--- config.mk ---
export PLATFORM = sky130hd
export DESIGN_NAME = thcd_regs
export DESIGN_NICKNAME = d
export VERILOG_FILES = /design/src/hw/rtl/thcd_pkg.sv /design/src/hw/rtl/thcd_regs.sv
export SDC_FILE = /design/constraint.sdc
export NUM_CORES = 1
export LEC_CHECK = 0
export ABC_AREA = 1
export BUFFER_PORTS_ARGS = -buffer_cell sky130_fd_sc_hd__buf_2
export CAP_MARGIN = 20
export CELL_PAD_IN_SITES_DETAIL_PLACEMENT = 1
export CELL_PAD_IN_SITES_GLOBAL_PLACEMENT = 2
export CORE_MARGIN = 4
export CORE_UTILIZATION = 24
export CTS_BUF_LIST = sky130_fd_sc_hd__clkbuf_16
export DETAILED_ROUTE_END_ITERATION = 8
export PLACE_DENSITY = 0.8
export SYNTH_ARGS = -nofsm -noshare
export SYNTH_HDL_FRONTEND = slang
export SYNTH_SLANG_ARGS = --single-unit
--- constraint.sdc ---
create_clock -name i_clk -period 3.05 [get_ports i_clk]
set_input_delay 0.4575 -clock i_clk [delete_from_list [all_inputs] [get_ports i_clk]]
set_output_delay 0.4575 -clock i_clk [all_outputs]
set_load 0.05 [all_outputs]
--- src/hw/rtl/thcd_pkg.sv ---
// Shared types, widths and codes for the tactile high-pass contact detector.
`default_nettype none

package thcd_pkg;

    localparam int LANES       = 5;
    localparam int SAMPLE_BITS = 16;
    localparam int FRAC_BITS   = 8;
    localparam int FILT_BITS   = 24;
    localparam int HOLD_BITS   = 10;
    localparam int ALPHA_BITS  = 16;
    localparam int THR_BITS    = 16;
    localparam int KIND_BITS   = 2;
    localparam int ADDR_BITS   = 4;
    localparam int DATA_BITS   = 32;

    // item kinds
    localparam logic [KIND_BITS-1:0] KIND_SAMPLE = 2'd0;
    localparam logic [KIND_BITS-1:0] KIND_TERM   = 2'd1;
    localparam logic [KIND_BITS-1:0] KIND_TICK   = 2'd2;
    localparam logic [KIND_BITS-1:0] KIND_NONE   = 2'd3;

    // register indexes (byte address / 4)
    localparam logic [1:0] REG_ALPHA   = 2'd0;
    localparam logic [1:0] REG_SET     = 2'd1;
    localparam logic [1:0] REG_RELEASE = 2'd2;
    localparam logic [1:0] REG_HOLD    = 2'd3;

    localparam logic [ALPHA_BITS-1:0]    ALPHA_RESET   = 16'd59578;
    localparam logic signed [THR_BITS-1:0] SET_RESET   = -16'sd20;
    localparam logic signed [THR_BITS-1:0] REL_RESET   = 16'sd100;
    localparam logic [HOLD_BITS-1:0]     HOLD_RESET    = 10'd100;

    typedef logic signed [SAMPLE_BITS-1:0] t_sample;
    typedef logic signed [FILT_BITS-1:0]   t_filt;

    typedef struct packed {
        logic [ALPHA_BITS-1:0]      alpha;
        logic signed [THR_BITS-1:0] set_thr;
        logic signed [THR_BITS-1:0] rel_thr;
        logic [HOLD_BITS-1:0]       hold_ticks;
    } t_cfg;

    typedef struct packed {
        logic step;       // item accepted this cycle
        logic sample_en;  // run the filter
        logic latch_en;   // update the latch from the filter output
        logic latch_clr;  // force the latch clear
    } t_lane_ctrl;

    typedef struct packed {
        logic [LANES-1:0]  contact;
        t_filt [LANES-1:0] filtered;
        logic              hold_active;
    } t_result;

endpackage

`default_nettype wire

--- src/hw/rtl/thcd_regs.sv ---
// APB-style configuration registers.
`default_nettype none

module thcd_regs import thcd_pkg::*; (
    input  wire logic                 i_clk,
    input  wire logic                 i_rst_n,
    input  wire logic                 psel,
    input  wire logic                 penable,
    input  wire logic                 pwrite,
    input  wire logic [ADDR_BITS-1:0] paddr,
    input  wire logic [DATA_BITS-1:0] pwdata,
    output logic      [DATA_BITS-1:0] prdata,
    output logic                      pready,
    output t_cfg                      o_cfg
);

    t_cfg       r_cfg;
    logic       wr_en;
    logic [1:0] reg_idx;

    assign pready  = 1'b1;
    assign wr_en   = psel & penable & pwrite & pready;
    assign reg_idx = paddr[ADDR_BITS-1:2];

    always_ff @(posedge i_clk) begin
        if (!i_rst_n) begin
            r_cfg.alpha      <= ALPHA_RESET;
            r_cfg.set_thr    <= SET_RESET;
            r_cfg.rel_thr    <= REL_RESET;
            r_cfg.hold_ticks <= HOLD_RESET;
        end else if (wr_en) begin
            unique case (reg_idx)
                REG_ALPHA:   r_cfg.alpha      <= pwdata[ALPHA_BITS-1:0];
                REG_SET:     r_cfg.set_thr    <= $signed(pwdata[THR_BITS-1:0]);
                REG_RELEASE: r_cfg.rel_thr    <= $signed(pwdata[THR_BITS-1:0]);
                REG_HOLD:    r_cfg.hold_ticks <= pwdata[HOLD_BITS-1:0];
                default:     r_cfg.alpha      <= r_cfg.alpha;
            endcase
        end
    end

    always_comb begin
        unique case (reg_idx)
            REG_ALPHA:   prdata = DATA_BITS'(r_cfg.alpha);
            REG_SET:     prdata = DATA_BITS'(r_cfg.set_thr);
            REG_RELEASE: prdata = DATA_BITS'(r_cfg.rel_thr);
            REG_HOLD:    prdata = DATA_BITS'(r_cfg.hold_ticks);
            default:     prdata = '0;
        endcase
    end

    assign o_cfg = r_cfg;

endmodule

`default_nettype wire

After elaboration in Yosys (flattened, before gate mapping)
Cells that the tools add are included.

word-level totals
  bits of input ports = 41
  bits in registers = 58
  logic and storage cells = 15

cells by class
  eq/ne operators = 3
  reductions and logical operators = 5
  mux-type cells = 1
  bitwise operators = 2

operators by type and width
  kind                                           number
  case mux 32 bit (4 select lines)               1
  AND reduction 2 bit                            4
  == test 2 bit, second input constant           2
  bitwise AND 1 bit                              2
  == test 2 x 1 -> 1 bit, second input constant  1
  logical NOT 2 bit                              1

Logic depth before layout (Yosys ltp)
  depth in word-level cells = 3
  depth in mapped cells = 6
  depth with buffers taken out = 5

Least setup slack after synthesis
No wires, ideal clock.

  path kind = input port to output port
  from = input paddr[3]
  to = output prdata[17]
  arrival time = 1.791 ns
  slack = 0.801 ns
  stages = 6
  required time = 2.592 ns
  path through = inv_2 > nor2_1 > buf_2 > nand2_1 > nand2_1 > buf_4

between the ends
  cells in the longest elaborated chain, start to end = 2

RTL lines
  element                                      line             source
  start: declaration                           thcd_regs.sv:10  input wire logic [ADDR_BITS-1:0] paddr,
  == test 2 bit, or another cell as far along  thcd_regs.sv:43  unique case (reg_idx)
  case mux 32 bit (4 select lines) *           thcd_regs.sv:43
  end: declaration                             thcd_regs.sv:12  output logic [DATA_BITS-1:0] prdata,

Mark *: on every way between the ends. The rest lies on a longest branch, timed or not.

Final worst setup path
  from = input paddr[2]
  to = output prdata[16]

Same word-level chain as after synthesis.

==> impl_metrics.xml <==
<?xml version="1.0" encoding="UTF-8"?>
<metrics>
  <group name="timing">
    <metric name="setup_tns" unit="ns">0</metric>
    <metric name="hold_violations" unit="">0</metric>
    <metric name="skew" unit="ns">0</metric>
    <metric name="slew_headroom" unit="%">56.14</metric>
    <metric name="maxSlewViolCount" unit="">0</metric>
    <metric name="final-setup-viol-count" unit="">0</metric>
    <metric name="grt_setup_unrepaired" unit="">false</metric>
    <metric name="finalWorstSetupSlack" unit="ns">0.7033</metric>
    <metric name="worst_slew_pin_slew" unit="ns">0.6538</metric>
    <metric name="final_period_utilization" unit="%">76.94</metric>
    <metric name="period_needed" unit="ns">2.347</metric>
    <metric name="fin_hold_ws" unit="ns">0.3643</metric>
    <metric name="fmaxAchievable" unit="MHz">426.1</metric>
  </group>
  <group name="place">
    <metric name="placed_cell_area" unit="sq mm">0.003293</metric>
    <metric name="place_hpwl" unit="um">7054</metric>
    <metric name="place_ws" unit="ns">0.6823</metric>
    <metric name="numPortBuffers" unit="">112</metric>
    <metric name="routabilityCongestion" unit="">0.7360</metric>
    <metric name="dp_cells" unit="">635</metric>
  </group>
  <group name="worst_setup_path">
    <metric name="r2r_end" unit="">o_cfg[21]</metric>
    <metric name="criticalPathCategory" unit="">input pin to output pin</metric>
    <metric name="critical_path_arrival" unit="ns">1.89</metric>
    <metric name="critPathLaunchType" unit="">input pin</metric>
    <metric name="regToRegSetupSlack" unit="ns">2.43</metric>
    <metric name="critPathRequiredTime" unit="ns">2.59</metric>
    <metric name="reg2reg_from" unit="">o_cfg[21]</metric>
    <metric name="rr_worst_depth" unit="">2</metric>
    <metric name="cp-end-kind" unit="">output pin</metric>
    <metric name="critPathMaxFanout" unit="">16</metric>
  </group>
  <group name="synthesis">
    <metric name="synth_largest_type_area_fraction" unit="%">42.76</metric>
    <metric name="synth_commonest_cells" unit="">sky130_fd_sc_hd__nand2_1 (154), sky130_fd_sc_hd__nand3_1 (64), sky130_fd_sc_hd__nor2_1 (63), sky130_fd_sc_hd__dfxtp_1 (58), sky130_fd_sc_hd__buf_4 (19)</metric>
    <metric name="synth_most_common_cell" unit="">sky130_fd_sc_hd__nand2_1</metric>
    <metric name="synth_async_sr_flop_share" unit="%">0</metric>
    <metric name="synth.distinct_cells" unit="">16</metric>
    <metric name="synth_ff_type" unit="">sky130_fd_sc_hd__dfxtp_1</metric>
    <metric name="synth-seq-cells" unit="">58</metric>
    <metric name="post_synth_main_area_contributors" unit="">sky130_fd_sc_hd__dfxtp_1 (43%), sky130_fd_sc_hd__nand2_1 (21%), sky130_fd_sc_hd__nand3_1 (12%)</metric>
    <metric name="yosysTopAreaCell" unit="">sky130_fd_sc_hd__dfxtp_1</metric>
    <metric name="postSynthCellCount" unit="">412</metric>
    <metric name="synth.yosys.warnings" unit="">0</metric>
    <metric name="synth-edff-count" unit="">0</metric>
    <metric name="yosysSeqAreaShare" unit="%">42.76</metric>
    <metric name="post_synth.cell_area_avg" unit="sq um">6.590</metric>
    <metric name="synth.cell_area" unit="sq mm">0.002715</metric>
    <metric name="synthesis.nets" unit="">453</metric>
  </group>
  <group name="floorplanning">
    <metric name="die_area" unit="sq mm">0.01308</metric>
    <metric name="dieWidth" unit="um">114.4</metric>
    <metric name="fp-row-count" unit="">38</metric>
    <metric name="io_pins" unit="">132</metric>
    <metric name="core_area" unit="sq mm">0.01094</metric>
    <metric name="chipHeight" unit="um">114.4</metric>
    <metric name="initial_utilization" unit="%">24.83</metric>
  </group>
  <group name="clock_network">
    <metric name="post_cts_resized" unit="">0</metric>
    <metric name="tritoncts.num_buffers" unit="">9</metric>
    <metric name="buffer_type_at_the_clock_tree_root" unit="">sky130_fd_sc_hd__clkbuf_16</metric>
    <metric name="worstSkewPairLatency" unit="ns">0.32</metric>
    <metric name="clock_tree_from_tritoncts" unit="">done</metric>
    <metric name="clock_tree.htree_level_count" unit="">3</metric>
    <metric name="cts.hold.buffers_added" unit="">0</metric>
    <metric name="clock_sinks" unit="">58</metric>
    <metric name="clock_path_buffers" unit="">2</metric>
    <metric name="post-cts-setup-buffer-count" unit="">0</metric>
    <metric name="clk_transition_reported_paths" unit="ns">0.05</metric>
  </group>
  <group name="run_status">
    <metric name="run_status" unit="">finished, final reports clean</metric>
  </group>
  <group name="grt">
    <metric name="antenna_found_initial" unit="">0</metric>
    <metric name="grt_remaining_overflow" unit="">0</metric>
    <metric name="grtUsageTotal" unit="%">15.82</metric>
    <metric name="groute.layer.met2.usage" unit="%">26.50</metric>
    <metric name="global_route.peak_usage_layer" unit="">met2</metric>
    <metric name="grt_met3_usage" unit="%">2.167</metric>
    <metric name="grt_pass1_wl" unit="um">15880</metric>
    <metric name="grtUsageMet1" unit="%">20.51</metric>
    <metric name="pin_count_of_the_biggest_net_entering_global_routing" unit="">35</metric>
    <metric name="grt_pass1_vias" unit="">2990</metric>
  </group>
  <group name="finish">
    <metric name="largest_register_ffs" unit="">58</metric>
    <metric name="final_cells" unit="">651</metric>
    <metric name="num_antenna_cells" unit="">0</metric>
    <metric name="final_instance_area" unit="sq mm">0.003581</metric>
    <metric name="area_growth" unit="%">31.89</metric>
    <metric name="finish.utilization" unit="%">32.75</metric>
    <metric name="layout.nets" unit="">547</metric>
    <metric name="drive_above_1_share" unit="%">28.38</metric>
  </group>
  <group name="power">
    <metric name="power" unit="mW">2.139</metric>
    <metric name="netSwitchingPower" unit="mW">0.6622</metric>
    <metric name="power.clock.fraction" unit="%">45.7</metric>
    <metric name="intPower" unit="mW">1.476</metric>
    <metric name="power.sequential.fraction" unit="%">36.9</metric>
    <metric name="total_leakage_power" unit="nW">1.813</metric>
    <metric name="switching_share" unit="%">30.96</metric>
    <metric name="p_comb_share" unit="%">17.4</metric>
    <metric name="power_density" unit="mW/mm^2">597.3</metric>
    <metric name="vdd.ir_drop.worst" unit="mV">0.1831</metric>
  </group>
  <group name="routing">
    <metric name="vias" unit="">2947</metric>
    <metric name="avg_wl_per_cell" unit="um">15.57</metric>
    <metric name="via_per_inst" unit="">4.527</metric>
    <metric name="detail_route.iter0.violations" unit="">158</metric>
    <metric name="drt_pre_antenna_iters" unit="">4</metric>
    <metric name="drcViolationCount" unit="">0</metric>
    <metric name="finalWirelength" unit="um">10130</metric>
    <metric name="detail-route-antenna-nets" unit="">0</metric>
  </group>
  <group name="hold_path">
    <metric name="hold_path_depth" unit="">3</metric>
    <metric name="min-delay-start" unit="">pwdata[10]</metric>
    <metric name="worst_hold_path.endpoint" unit="">o_cfg[36]</metric>
    <metric name="hold_path_class" unit="">input pin to flip-flop</metric>
  </group>
  <group name="run">
    <metric name="maxCapViolations" unit="">0</metric>
  </group>
</metrics>
-- per-layer routing --
metal / vias up / share of wire (%)
met5: - / 0
met4: 0 / 1.7
met3: 11 / 4.9
met2: 81 / 48
met1: 1388 / 45
li1: 1467 / -
-- layout make-up --
type | count | area [sq um]
clock buffers | 9 | 225.2
clock inverters | 7 | 62.56
fillers | 1429 | 7355
inverters | 19 | 71.32
multi-input cells | 298 | 1265
flip-flops and latches | 58 | 1161
well taps | 140 | 175.2
repair buffers | 120 | 620.6
-- how the worst max path moves through the flow --
stage / from / end / cells past startpoint
6_report: paddr[2] / prdata[16] / 6
5_1_grt: paddr[2] / prdata[28] / 6
4_1_cts: paddr[2] / prdata[16] / 6
3_5_place_dp: paddr[2] / prdata[16] / 6
3_3_place_gp: paddr[2] / prdata[9] / 6
2_1_floorplan: paddr[3] / prdata[17] / 6
-- worst max-delay path, cell delays in order --
cell and delay [ns]:
sky130_fd_sc_hd__buf_2 0.15, sky130_fd_sc_hd__inv_2 0.06, sky130_fd_sc_hd__nor2_2 0.43, sky130_fd_sc_hd__nand2_1 0.15, sky130_fd_sc_hd__nand2_1 0.29, sky130_fd_sc_hd__buf_2 0.33
-- power by group through the flow --
stage	logic, mW	registers [mW]	clock network [mW]
after floorplan	0.231	0.861	0
after global placement	0.374	0.804	0
after detailed placement	0.377	0.805	0
after CTS	0.377	0.789	1.01
after global routing	0.399	0.791	1.05
final	0.373	0.789	0.977
-- cell usage in the layout, fill, tap and decap left out, drive strengths merged --
cell / n
nand3: 65
bufinv: 1
dfxtp: 58
nand2: 154
clkinv: 3
clkinvlp: 2
buf: 120
nand4: 10
clkbuf: 9
nor2: 68
conb: 1
inv: 20
-- logic make-up (layout without fill, tap and decap cells) --
logic type	Yosys count	after routing	share of synthesized area, %
buffers and inverters	56	155	10.92
DFF	58	58	42.76
other	1	1	0.1381
and+or+nand+nor	297	297	46.18
Note: power is estimated with default switching activity, not from simulation.
