[src/hw/rtl/thcd_pkg.sv]
// Shared types, widths and codes for the tactile high-pass contact detector.
`default_nettype none

package thcd_pkg;

    localparam int LANES       = 5;
    localparam int SAMPLE_BITS = 16;
    localparam int FRAC_BITS   = 8;
    localparam int FILT_BITS   = 24;
    localparam int HOLD_BITS   = 10;
    localparam int ALPHA_BITS  = 16;
    localparam int THR_BITS    = 16;
    localparam int KIND_BITS   = 2;
    localparam int ADDR_BITS   = 4;
    localparam int DATA_BITS   = 32;

    // item kinds
    localparam logic [KIND_BITS-1:0] KIND_SAMPLE = 2'd0;
    localparam logic [KIND_BITS-1:0] KIND_TERM   = 2'd1;
    localparam logic [KIND_BITS-1:0] KIND_TICK   = 2'd2;
    localparam logic [KIND_BITS-1:0] KIND_NONE   = 2'd3;

    // register indexes (byte address / 4)
    localparam logic [1:0] REG_ALPHA   = 2'd0;
    localparam logic [1:0] REG_SET     = 2'd1;
    localparam logic [1:0] REG_RELEASE = 2'd2;
    localparam logic [1:0] REG_HOLD    = 2'd3;

    localparam logic [ALPHA_BITS-1:0]    ALPHA_RESET   = 16'd59578;
    localparam logic signed [THR_BITS-1:0] SET_RESET   = -16'sd20;
    localparam logic signed [THR_BITS-1:0] REL_RESET   = 16'sd100;
    localparam logic [HOLD_BITS-1:0]     HOLD_RESET    = 10'd100;

    typedef logic signed [SAMPLE_BITS-1:0] t_sample;
    typedef logic signed [FILT_BITS-1:0]   t_filt;

    typedef struct packed {
        logic [ALPHA_BITS-1:0]      alpha;
        logic signed [THR_BITS-1:0] set_thr;
        logic signed [THR_BITS-1:0] rel_thr;
        logic [HOLD_BITS-1:0]       hold_ticks;
    } t_cfg;

    typedef struct packed {
        logic step;       // item accepted this cycle
        logic sample_en;  // run the filter
        logic latch_en;   // update the latch from the filter output
        logic latch_clr;  // force the latch clear
    } t_lane_ctrl;

    typedef struct packed {
        logic [LANES-1:0]  contact;
        t_filt [LANES-1:0] filtered;
        logic              hold_active;
    } t_result;

endpackage

`default_nettype wire

[src/hw/rtl/thcd_lane.sv]
// One channel: fixed-point high-pass filter with saturation and contact latch.
`default_nettype none

module thcd_lane import thcd_pkg::*; (
    input  wire logic       i_clk,
    input  wire logic       i_rst_n,
    input  wire t_lane_ctrl i_ctrl,
    input  wire t_cfg       i_cfg,
    input  wire t_sample    i_sample,
    output t_filt           o_y_next,
    output logic            o_latch_next,
    output logic            o_latch
);

    localparam int DIFF_W = SAMPLE_BITS + 1;
    localparam int SUM_W  = (DIFF_W + FRAC_BITS > FILT_BITS ? DIFF_W + FRAC_BITS : FILT_BITS) + 1;
    localparam int PROD_W = SUM_W + ALPHA_BITS + 1;
    localparam logic signed [PROD_W-1:0] RND    = PROD_W'(1) <<< (ALPHA_BITS - 1);
    localparam logic signed [PROD_W-1:0] SAT_HI = PROD_W'((2 ** (FILT_BITS - 1)) - 1);
    localparam logic signed [PROD_W-1:0] SAT_LO = -(PROD_W'(2 ** (FILT_BITS - 1)));

    t_sample                   r_prev;
    t_filt                     r_y;
    logic                      r_latch;

    logic signed [DIFF_W-1:0]  diff;
    logic signed [SUM_W-1:0]   sum;
    logic signed [PROD_W-1:0]  prod;
    logic signed [PROD_W-1:0]  rnd;
    t_filt                     y_filt;
    t_filt                     set_scaled;
    t_filt                     rel_scaled;
    logic                      latch_set;

    always_comb begin
        diff = DIFF_W'(i_sample) - DIFF_W'(r_prev);
        sum  = SUM_W'(r_y) + (SUM_W'(diff) <<< FRAC_BITS);
        prod = PROD_W'(sum) * PROD_W'($signed({1'b0, i_cfg.alpha}));
        // arithmetic shift gives floor, so halves round toward +inf
        rnd  = (prod + RND) >>> ALPHA_BITS;
        priority if (rnd > SAT_HI) begin
            y_filt = SAT_HI[FILT_BITS-1:0];
        end else if (rnd < SAT_LO) begin
            y_filt = SAT_LO[FILT_BITS-1:0];
        end else begin
            y_filt = rnd[FILT_BITS-1:0];
        end
    end

    assign set_scaled = FILT_BITS'(i_cfg.set_thr) <<< FRAC_BITS;
    assign rel_scaled = FILT_BITS'(i_cfg.rel_thr) <<< FRAC_BITS;
    assign latch_set  = r_latch | (y_filt < set_scaled);

    always_comb begin
        o_y_next = i_ctrl.sample_en ? y_filt : r_y;
        priority if (i_ctrl.latch_clr) begin
            o_latch_next = 1'b0;
        end else if (i_ctrl.latch_en) begin
            o_latch_next = latch_set & ~(y_filt > rel_scaled);
        end else begin
            o_latch_next = r_latch;
        end
    end

    always_ff @(posedge i_clk) begin
        if (!i_rst_n) begin
            r_prev  <= '0;
            r_y     <= '0;
            r_latch <= 1'b0;
        end else if (i_ctrl.step) begin
            if (i_ctrl.sample_en) begin
                r_prev <= i_sample;
            end
            r_y     <= o_y_next;
            r_latch <= o_latch_next;
        end
    end

    assign o_latch = r_latch;

endmodule

`default_nettype wire

[config.mk]
export PLATFORM = sky130hd
export DESIGN_NAME = thcd_lane
export DESIGN_NICKNAME = d
export VERILOG_FILES = /design/src/hw/rtl/thcd_pkg.sv /design/src/hw/rtl/thcd_lane.sv
export SDC_FILE = /design/constraint.sdc
export NUM_CORES = 1
export LEC_CHECK = 0
export BUFFER_PORTS_ARGS = -buffer_cell sky130_fd_sc_hd__buf_4
export CAP_MARGIN = 20
export CORE_ASPECT_RATIO = 1.2
export CORE_MARGIN = 5
export CORE_UTILIZATION = 48
export CTS_BUF_LIST = sky130_fd_sc_hd__clkbuf_8
export CTS_CLUSTER_DIAMETER = 40
export CTS_CLUSTER_SIZE = 25
export DETAILED_ROUTE_END_ITERATION = 6
export PLACE_DENSITY = 0.65
export SLEW_MARGIN = 20
export SYNTH_ARGS = -nofsm -noshare
export SYNTH_HDL_FRONTEND = slang
export SYNTH_SLANG_ARGS = --single-unit
export TNS_END_PERCENT = 10
[constraint.sdc]
create_clock -name i_clk -period 11.8 [get_ports i_clk]
set_input_delay 0.59 -clock i_clk [delete_from_list [all_inputs] [get_ports i_clk]]
set_output_delay 0.59 -clock i_clk [all_outputs]
set_load 0.005 [all_outputs]
Word level (Yosys, flattened, before mapping) --
Index checks and enable logic that the tools add are counted. Widths: inputs -> output; s select.
Word-level totals: register bits 41, bits in latches 0, memory bits (writable) 0, ROM bits 0, bits of input ports 80, output and inout bits 26, word-level logic and storage cells 20, memories 0
Cells by class: add/subtract/negate cells 3, $mul 1, divide/modulo/power cells 0, $lt $le $gt $ge 4, equality and inequality tests 0, shift operators 0, multiplexer cells 5, bitwise logic cells 3, reduce and logical (&&, ||, !) cells 1
Operators by type and width (number):
- $mux 24 | 3
- $add 43x17->43 const B | 1
- $mul 26x17->43 | 1
- $gt 27x24->1 const B | 1
- $lt 27x24->1 const B | 1
- $add 24x25->26 | 1
- $gt 24x24->1 | 1
- $lt 24x24->1 | 1
- $sub 16x16->17 | 1
- $mux 1 | 2
- $reduce_and 2->1 | 1
- $and 1x1->1 | 1
- $not 1->1 | 1
- $or 1x1->1 | 1

Longest topological paths before layout --
depth after elaboration 12, depth in mapped cells 59, gate-level depth less buffers 55

Least setup slack after synthesis --
No wires, ideal clock.
path type input -> output, start point input port i_sample[0], end point output port o_latch_next, data arrival time 12173 ps, required time 11210 ps, slack -963 ps, stages 56, path buffers 4, cells stage by stage inv_1 ha_1 fa_1 nor2b_1 o21ai_0 a21boi_0 o21ai_0 a21boi_0 o21ai_0 a21boi_0 o21ai_0 a2111oi_0 o21ai_0 a31oi_1 ha_1 nand3_1 a211oi_1 o31ai_1 [... 20 more ...] a211o_1 nor2_1 nand2_1 buf_2 a21boi_1 inv_1 ha_1 nor2b_1 o21a_1 o21a_1 o21a_1 o21a_1 o21a_1 o211ai_1 a31oi_1 o221ai_1 a21oi_1 nor3_1
Between the ends: word-level cells in the longest chain between the ends 12, elaborated cells between the ends (all ways) 15, those cells by class 3 x add/sub; 1 x mul; 4 x order compare; 4 x mux; 3 x bitwise
RTL lines:
- from (decl) | RTL line thcd_lane.sv:9 | input wire t_sample i_sample,
- $sub 16x16->17 * | RTL line thcd_lane.sv:36 | diff = DIFF_W'(i_sample) - DIFF_W'(r_prev);
- $add 24x25->26 * | RTL line thcd_lane.sv:37 | sum = SUM_W'(r_y) + (SUM_W'(diff) <<< FRAC_BITS);
- $mul 26x17->43 * | RTL line thcd_lane.sv:38 | prod = PROD_W'(sum) * PROD_W'($signed({1'b0, i_cfg.alpha}));
- $add 43x17->43 * | RTL line thcd_lane.sv:40 | rnd = (prod + RND) >>> ALPHA_BITS;
- $lt 27x24->1 | RTL line thcd_lane.sv:43 | end else if (rnd < SAT_LO) begin
- $mux 24 | RTL line thcd_lane.sv:43
- $mux 24 * | RTL line thcd_lane.sv:41 | priority if (rnd > SAT_HI) begin
- $lt 24x24->1 / $gt 24x24->1 (equally long branches) | RTL line thcd_lane.sv:52, thcd_lane.sv:59
- $or 1x1->1 / $not 1->1 (equally long branches) | RTL line thcd_lane.sv:52, thcd_lane.sv:59
- $and 1x1->1 * | RTL line thcd_lane.sv:59 | o_latch_next = latch_set & ~(y_filt > rel_scaled);
- $mux 1 * | RTL line thcd_lane.sv:58 | end else if (i_ctrl.latch_en) begin
- $mux 1 * | RTL line thcd_lane.sv:56 | priority if (i_ctrl.latch_clr) begin
- to (decl) | RTL line thcd_lane.sv:11 | output logic o_latch_next,
Every way passes the cells marked *; elsewhere a longest branch is shown, timed or not.

Worst setup path in the final report --
Ends and elaborated chain as after synthesis.

==> results.md <==
- The flow ran to the end, but the final reports show violations.
- The final reports fail on setup timing.
- The count of TritonRoute iterations in the first routing pass is 5.
- Row generation in the floorplan step produced 80 rows.
- The I/O pin total is 106.
- The number of global-route vias before repair is 18,100.
- The number of endpoints failing setup at the final stage is 2.
- The area inside the core boundary is 39,800 um2.
- The quantity of I/O buffers inserted on ports is 95.
- In this run, synthesis produced a sequential element count of 41.
- The fraction of synthesized cell area taken by the top area cell type is 41.2%.
- Yosys attributes the largest share of cell area to sky130_fd_sc_hd__fa_1 (41%), sky130_fd_sc_hd__ha_1 (13%), sky130_fd_sc_hd__inv_1 (10%).
- The most used flip-flop cell after synthesis is sky130_fd_sc_hd__dfxtp_1.
- In the global route stage, met3 resource usage came out at 1.83%.
- For this block, the initial DRC count from the detailed router was 692.
- Across every metal layer, demand over resource in global routing totals 23.6%.
- The transition time of the tightest slew-check pin is 1.07 ns.
- The max-slew violation count is 0.
- Leaving out filler cells and counting taps, the final layout contains 3,115.
- During synthesis, Yosys emitted a total of 0 warnings.
- Setup repair after global routing could not meet its margin everywhere.
- Summed over all nets, the half-perimeter wirelength after detailed placement is 44,000 um.
- The final routed DRC violation total is 0.
- No sink is reached through more buffers than the 2 on the longest clock path.
- Data on the critical path is required at its endpoint by 11.21 ns.
- The number of antenna violations at the first check in global routing is 0.
- TritonCTS built the clock tree.
- The biggest area contributor in the post-synthesis netlist is sky130_fd_sc_hd__fa_1.
- The first global-routing pass estimated 87,300 um of wire.
- The arrival time reported for the critical path endpoint is 11.84 ns.
- Counting I/O delays and the setup requirement, the final critical path takes 12.43 ns.
- The number of buffers and inverters on the critical path is 17.
- The count of max-cap constraint violations is 0.
- The routability congestion estimate from global placement is 0.867.
- The net count of the finished layout is 3,255.
- The number of levels the H-tree was split into is 2.
- The overall routed net length is 51,800 um.
- The layer flagged by global routing as most heavily used is met2.
- The share of async-settable or async-resettable flops after synthesis is 0%.
- The number of nets with antenna violations after detailed routing is 0.
- The final critical path takes up 105% of the cycle.
- Counting every sink on the clock net gives 41.
- The global-route track usage on met1 is 27.6%.
- The count of cell types in the netlist is 67.
- The most frequent cell after synthesis is sky130_fd_sc_hd__inv_1.
- The type of the tightest min-delay check is reg -> reg.
- The worst setup path is captured at an output port.
- The number of antenna diodes in the final layout is 0.
- Of all nets on the critical path, the largest fanout is 7.
- In this run the cell area of the synthesized design comes to 19,400 um2.
- The highest achievable clock rate is 80.5 MHz.
- The vertical extent of the die is 230 um.
- The cell count after synthesis came out at 2,288.
- The die outline width is 194 um.
- The peak per-stage delay on the critical path is 0.55 ns.
- The final worst clock skew is 0.0114 ns.
- The cell occurring most often along the worst timing path is sky130_fd_sc_hd__buf_4.
- Using the TritonRoute via totals, the vias-per-cell ratio works out to 5.20.
- The average cell area after synthesis is 8.48 um2.
- After synthesis, the most frequently instantiated cells are sky130_fd_sc_hd__inv_1 (538), sky130_fd_sc_hd__fa_1 (399), sky130_fd_sc_hd__nand2_1 (269).
- STA classifies the critical path startpoint as an input pin.
- The final count of hold timing violations is 0.
- The tree is rooted in a sky130_fd_sc_hd__clkbuf_8.
- The number of nets produced by synthesis is 2,962.
- The critical path start-end classification is in -> out.
- After filler insertion, the fill cell instance count of the layout stands at 3,564.
- The kind of cell with the highest combined delay along the critical path is adder cells.
- The number of placed instances, taps included, is 3,067.
- The cell type of the slowest stage on the worst timing path is sky130_fd_sc_hd__fa_1.
- In the post-route analysis, the smallest setup slack over all paths is -0.629 ns.
- The worst pin sits at a relative slew slack of 28.2%.
- The routed layout has 16,200 vias.
- The source-to-sink clock delay at the later pin of the worst-skew pair is 0.30 ns.
- The part of the Yosys area used for sequential elements is 4.23%.
- The per-cell routed wire length is 16.6 um.
- The met2 global-route usage is 45.6%.
- The clock-pin slew on the worst setup and hold paths is 0.07 ns.
- The total congestion overflow after global routing is 0.
- The total die area is 44,500 um2.
- In this run, CTS created clock tree buffers numbering 5.
- The initial cell density of the core is 48.7%.
- The maximum number of pins on one net before global-route repair is 61.
- Measured on the finished design, the core utilization comes to 59.0%.
- The number of synthesized flops with an enable pin is 0.
- Cells with a size suffix above 1 make up 19.8% of the layout.
- From synthesis to final layout, the design area changed by 21.1%.
- The final worst hold slack is 0.460 ns.
[registers in the layout, summed over array words and instances, names as in the netlist]
signal	cells
o_latch	1
r_y	24
r_prev	16
[worst register-to-register path: cells and delay by family (launching register included)]
family                   cells  cell delay, ns
AO/OA/AOI/OAI               22            3.45
XOR/XNOR                     1            0.16
adder cells (fa/ha/maj)     11            4.50
buffers and inverters       16            1.79
flip-flops                   1            0.32
AND/OR/NAND/NOR             11            1.47
[layout make-up]
class                      instances  area (um2)  area share (%)
clock buffer                       6        82.6           0.351
inverter                         539        2020            8.61
multi-input combinational       1616       16800            71.6
tap                              533         667            2.84
sequential                        41         821            3.49
clock inverter                     2        33.8           0.144
timing repair buffer             378        3050            13.0
[cells by family (layout without fill, tap and decap cells)]
group,count (synthesis),count (layout),share of synthesized area (%)
adder cells (fa/ha/maj),594,594,53.8
multiplexers,5,5,0.277
buffers and inverters,631,925,12.3
AO/OA/AOI/OAI,304,304,10.1
AND/OR/NAND/NOR,654,654,16.7
flip-flops,41,41,4.23
XOR/XNOR,59,59,2.66
[cells in the final DEF (no fill, tap or decap), types with 5 or more instances in the layout]
cell | Yosys | final
sky130_fd_sc_hd__nand2_1 | 269 | 261
sky130_fd_sc_hd__ha_1 | 195 | 183
sky130_fd_sc_hd__a21boi_2 | 0 | 7
sky130_fd_sc_hd__o21ai_0 | 54 | 38
sky130_fd_sc_hd__ha_4 | 0 | 11
sky130_fd_sc_hd__buf_12 | 0 | 13
sky130_fd_sc_hd__o21ai_1 | 3 | 12
sky130_fd_sc_hd__buf_6 | 0 | 5
sky130_fd_sc_hd__a21oi_1 | 113 | 101
sky130_fd_sc_hd__fa_2 | 0 | 11
sky130_fd_sc_hd__nor2_1 | 67 | 65
sky130_fd_sc_hd__xnor2_1 | 43 | 40
sky130_fd_sc_hd__and3_1 | 15 | 12
sky130_fd_sc_hd__nand2b_1 | 13 | 12
sky130_fd_sc_hd__a211oi_1 | 12 | 7
sky130_fd_sc_hd__a21boi_4 | 0 | 5
sky130_fd_sc_hd__nand4_1 | 12 | 12
sky130_fd_sc_hd__dfxtp_1 | 41 | 41
sky130_fd_sc_hd__a21o_1 | 28 | 28
sky130_fd_sc_hd__xor2_1 | 16 | 16
sky130_fd_sc_hd__o31ai_1 | 5 | 5
sky130_fd_sc_hd__fa_1 | 399 | 388
sky130_fd_sc_hd__o21a_1 | 9 | 8
sky130_fd_sc_hd__buf_4 | 1 | 357
sky130_fd_sc_hd__inv_2 | 0 | 10
sky130_fd_sc_hd__nand3_1 | 20 | 16
sky130_fd_sc_hd__and2_1 | 196 | 194
sky130_fd_sc_hd__nor3_1 | 16 | 13
sky130_fd_sc_hd__a21boi_1 | 22 | 16
sky130_fd_sc_hd__nor2b_1 | 22 | 20
sky130_fd_sc_hd__clkbuf_8 | 0 | 6
sky130_fd_sc_hd__o21bai_1 | 9 | 9
sky130_fd_sc_hd__nand2_2 | 0 | 5
sky130_fd_sc_hd__o21ai_2 | 0 | 7
sky130_fd_sc_hd__inv_1 | 538 | 529
sky130_fd_sc_hd__a21oi_2 | 1 | 11
[through the flow]
stage	cell area (um2)	TNS, ns	worst slack (ns)
global placement	22500	-1.48	-1.01
CTS	22900	-1.06	-0.870
floorplan	19500	-0.306	-0.306
detailed placement	22500	-1.91	-1.21
finish	23500	-0.668	-0.629
global route	23500	-1.80	-1.20
[repair_timing]
item	CTS	global route
resized for setup	33	107
pin swaps	36	79
gates cloned	0	1
endpoints found under the setup margin	2	25
buffers inserted	19	20
hold buffers	0	0
[routing by layer]
layer	vias to the layer above	share of wire [%]
met4	0	3.2
li1	7539	-
met3	108	2.6
met5	-	0
met1	8241	39
met2	306	55
[worst paths after layout]
kind | cells past startpoint | to | from | slack (ns)
setup / recovery | 62 | o_latch_next | i_sample[0] | -0.63
hold / removal | 2 | r_prev[4]$_SDFFE_PN0P_ | r_prev[4]$_SDFFE_PN0P_ | 0.46
setup reg to reg | 61 | o_latch$_SDFFE_PN0P_ | r_prev[0]$_SDFFE_PN0P_ | 0.07
hold reg to reg | 2 | r_prev[4]$_SDFFE_PN0P_ | r_prev[4]$_SDFFE_PN0P_ | 0.46
Power is not shown: default switching activity piles up to over one toggle a cycle in this logic, so the estimate is an artifact.
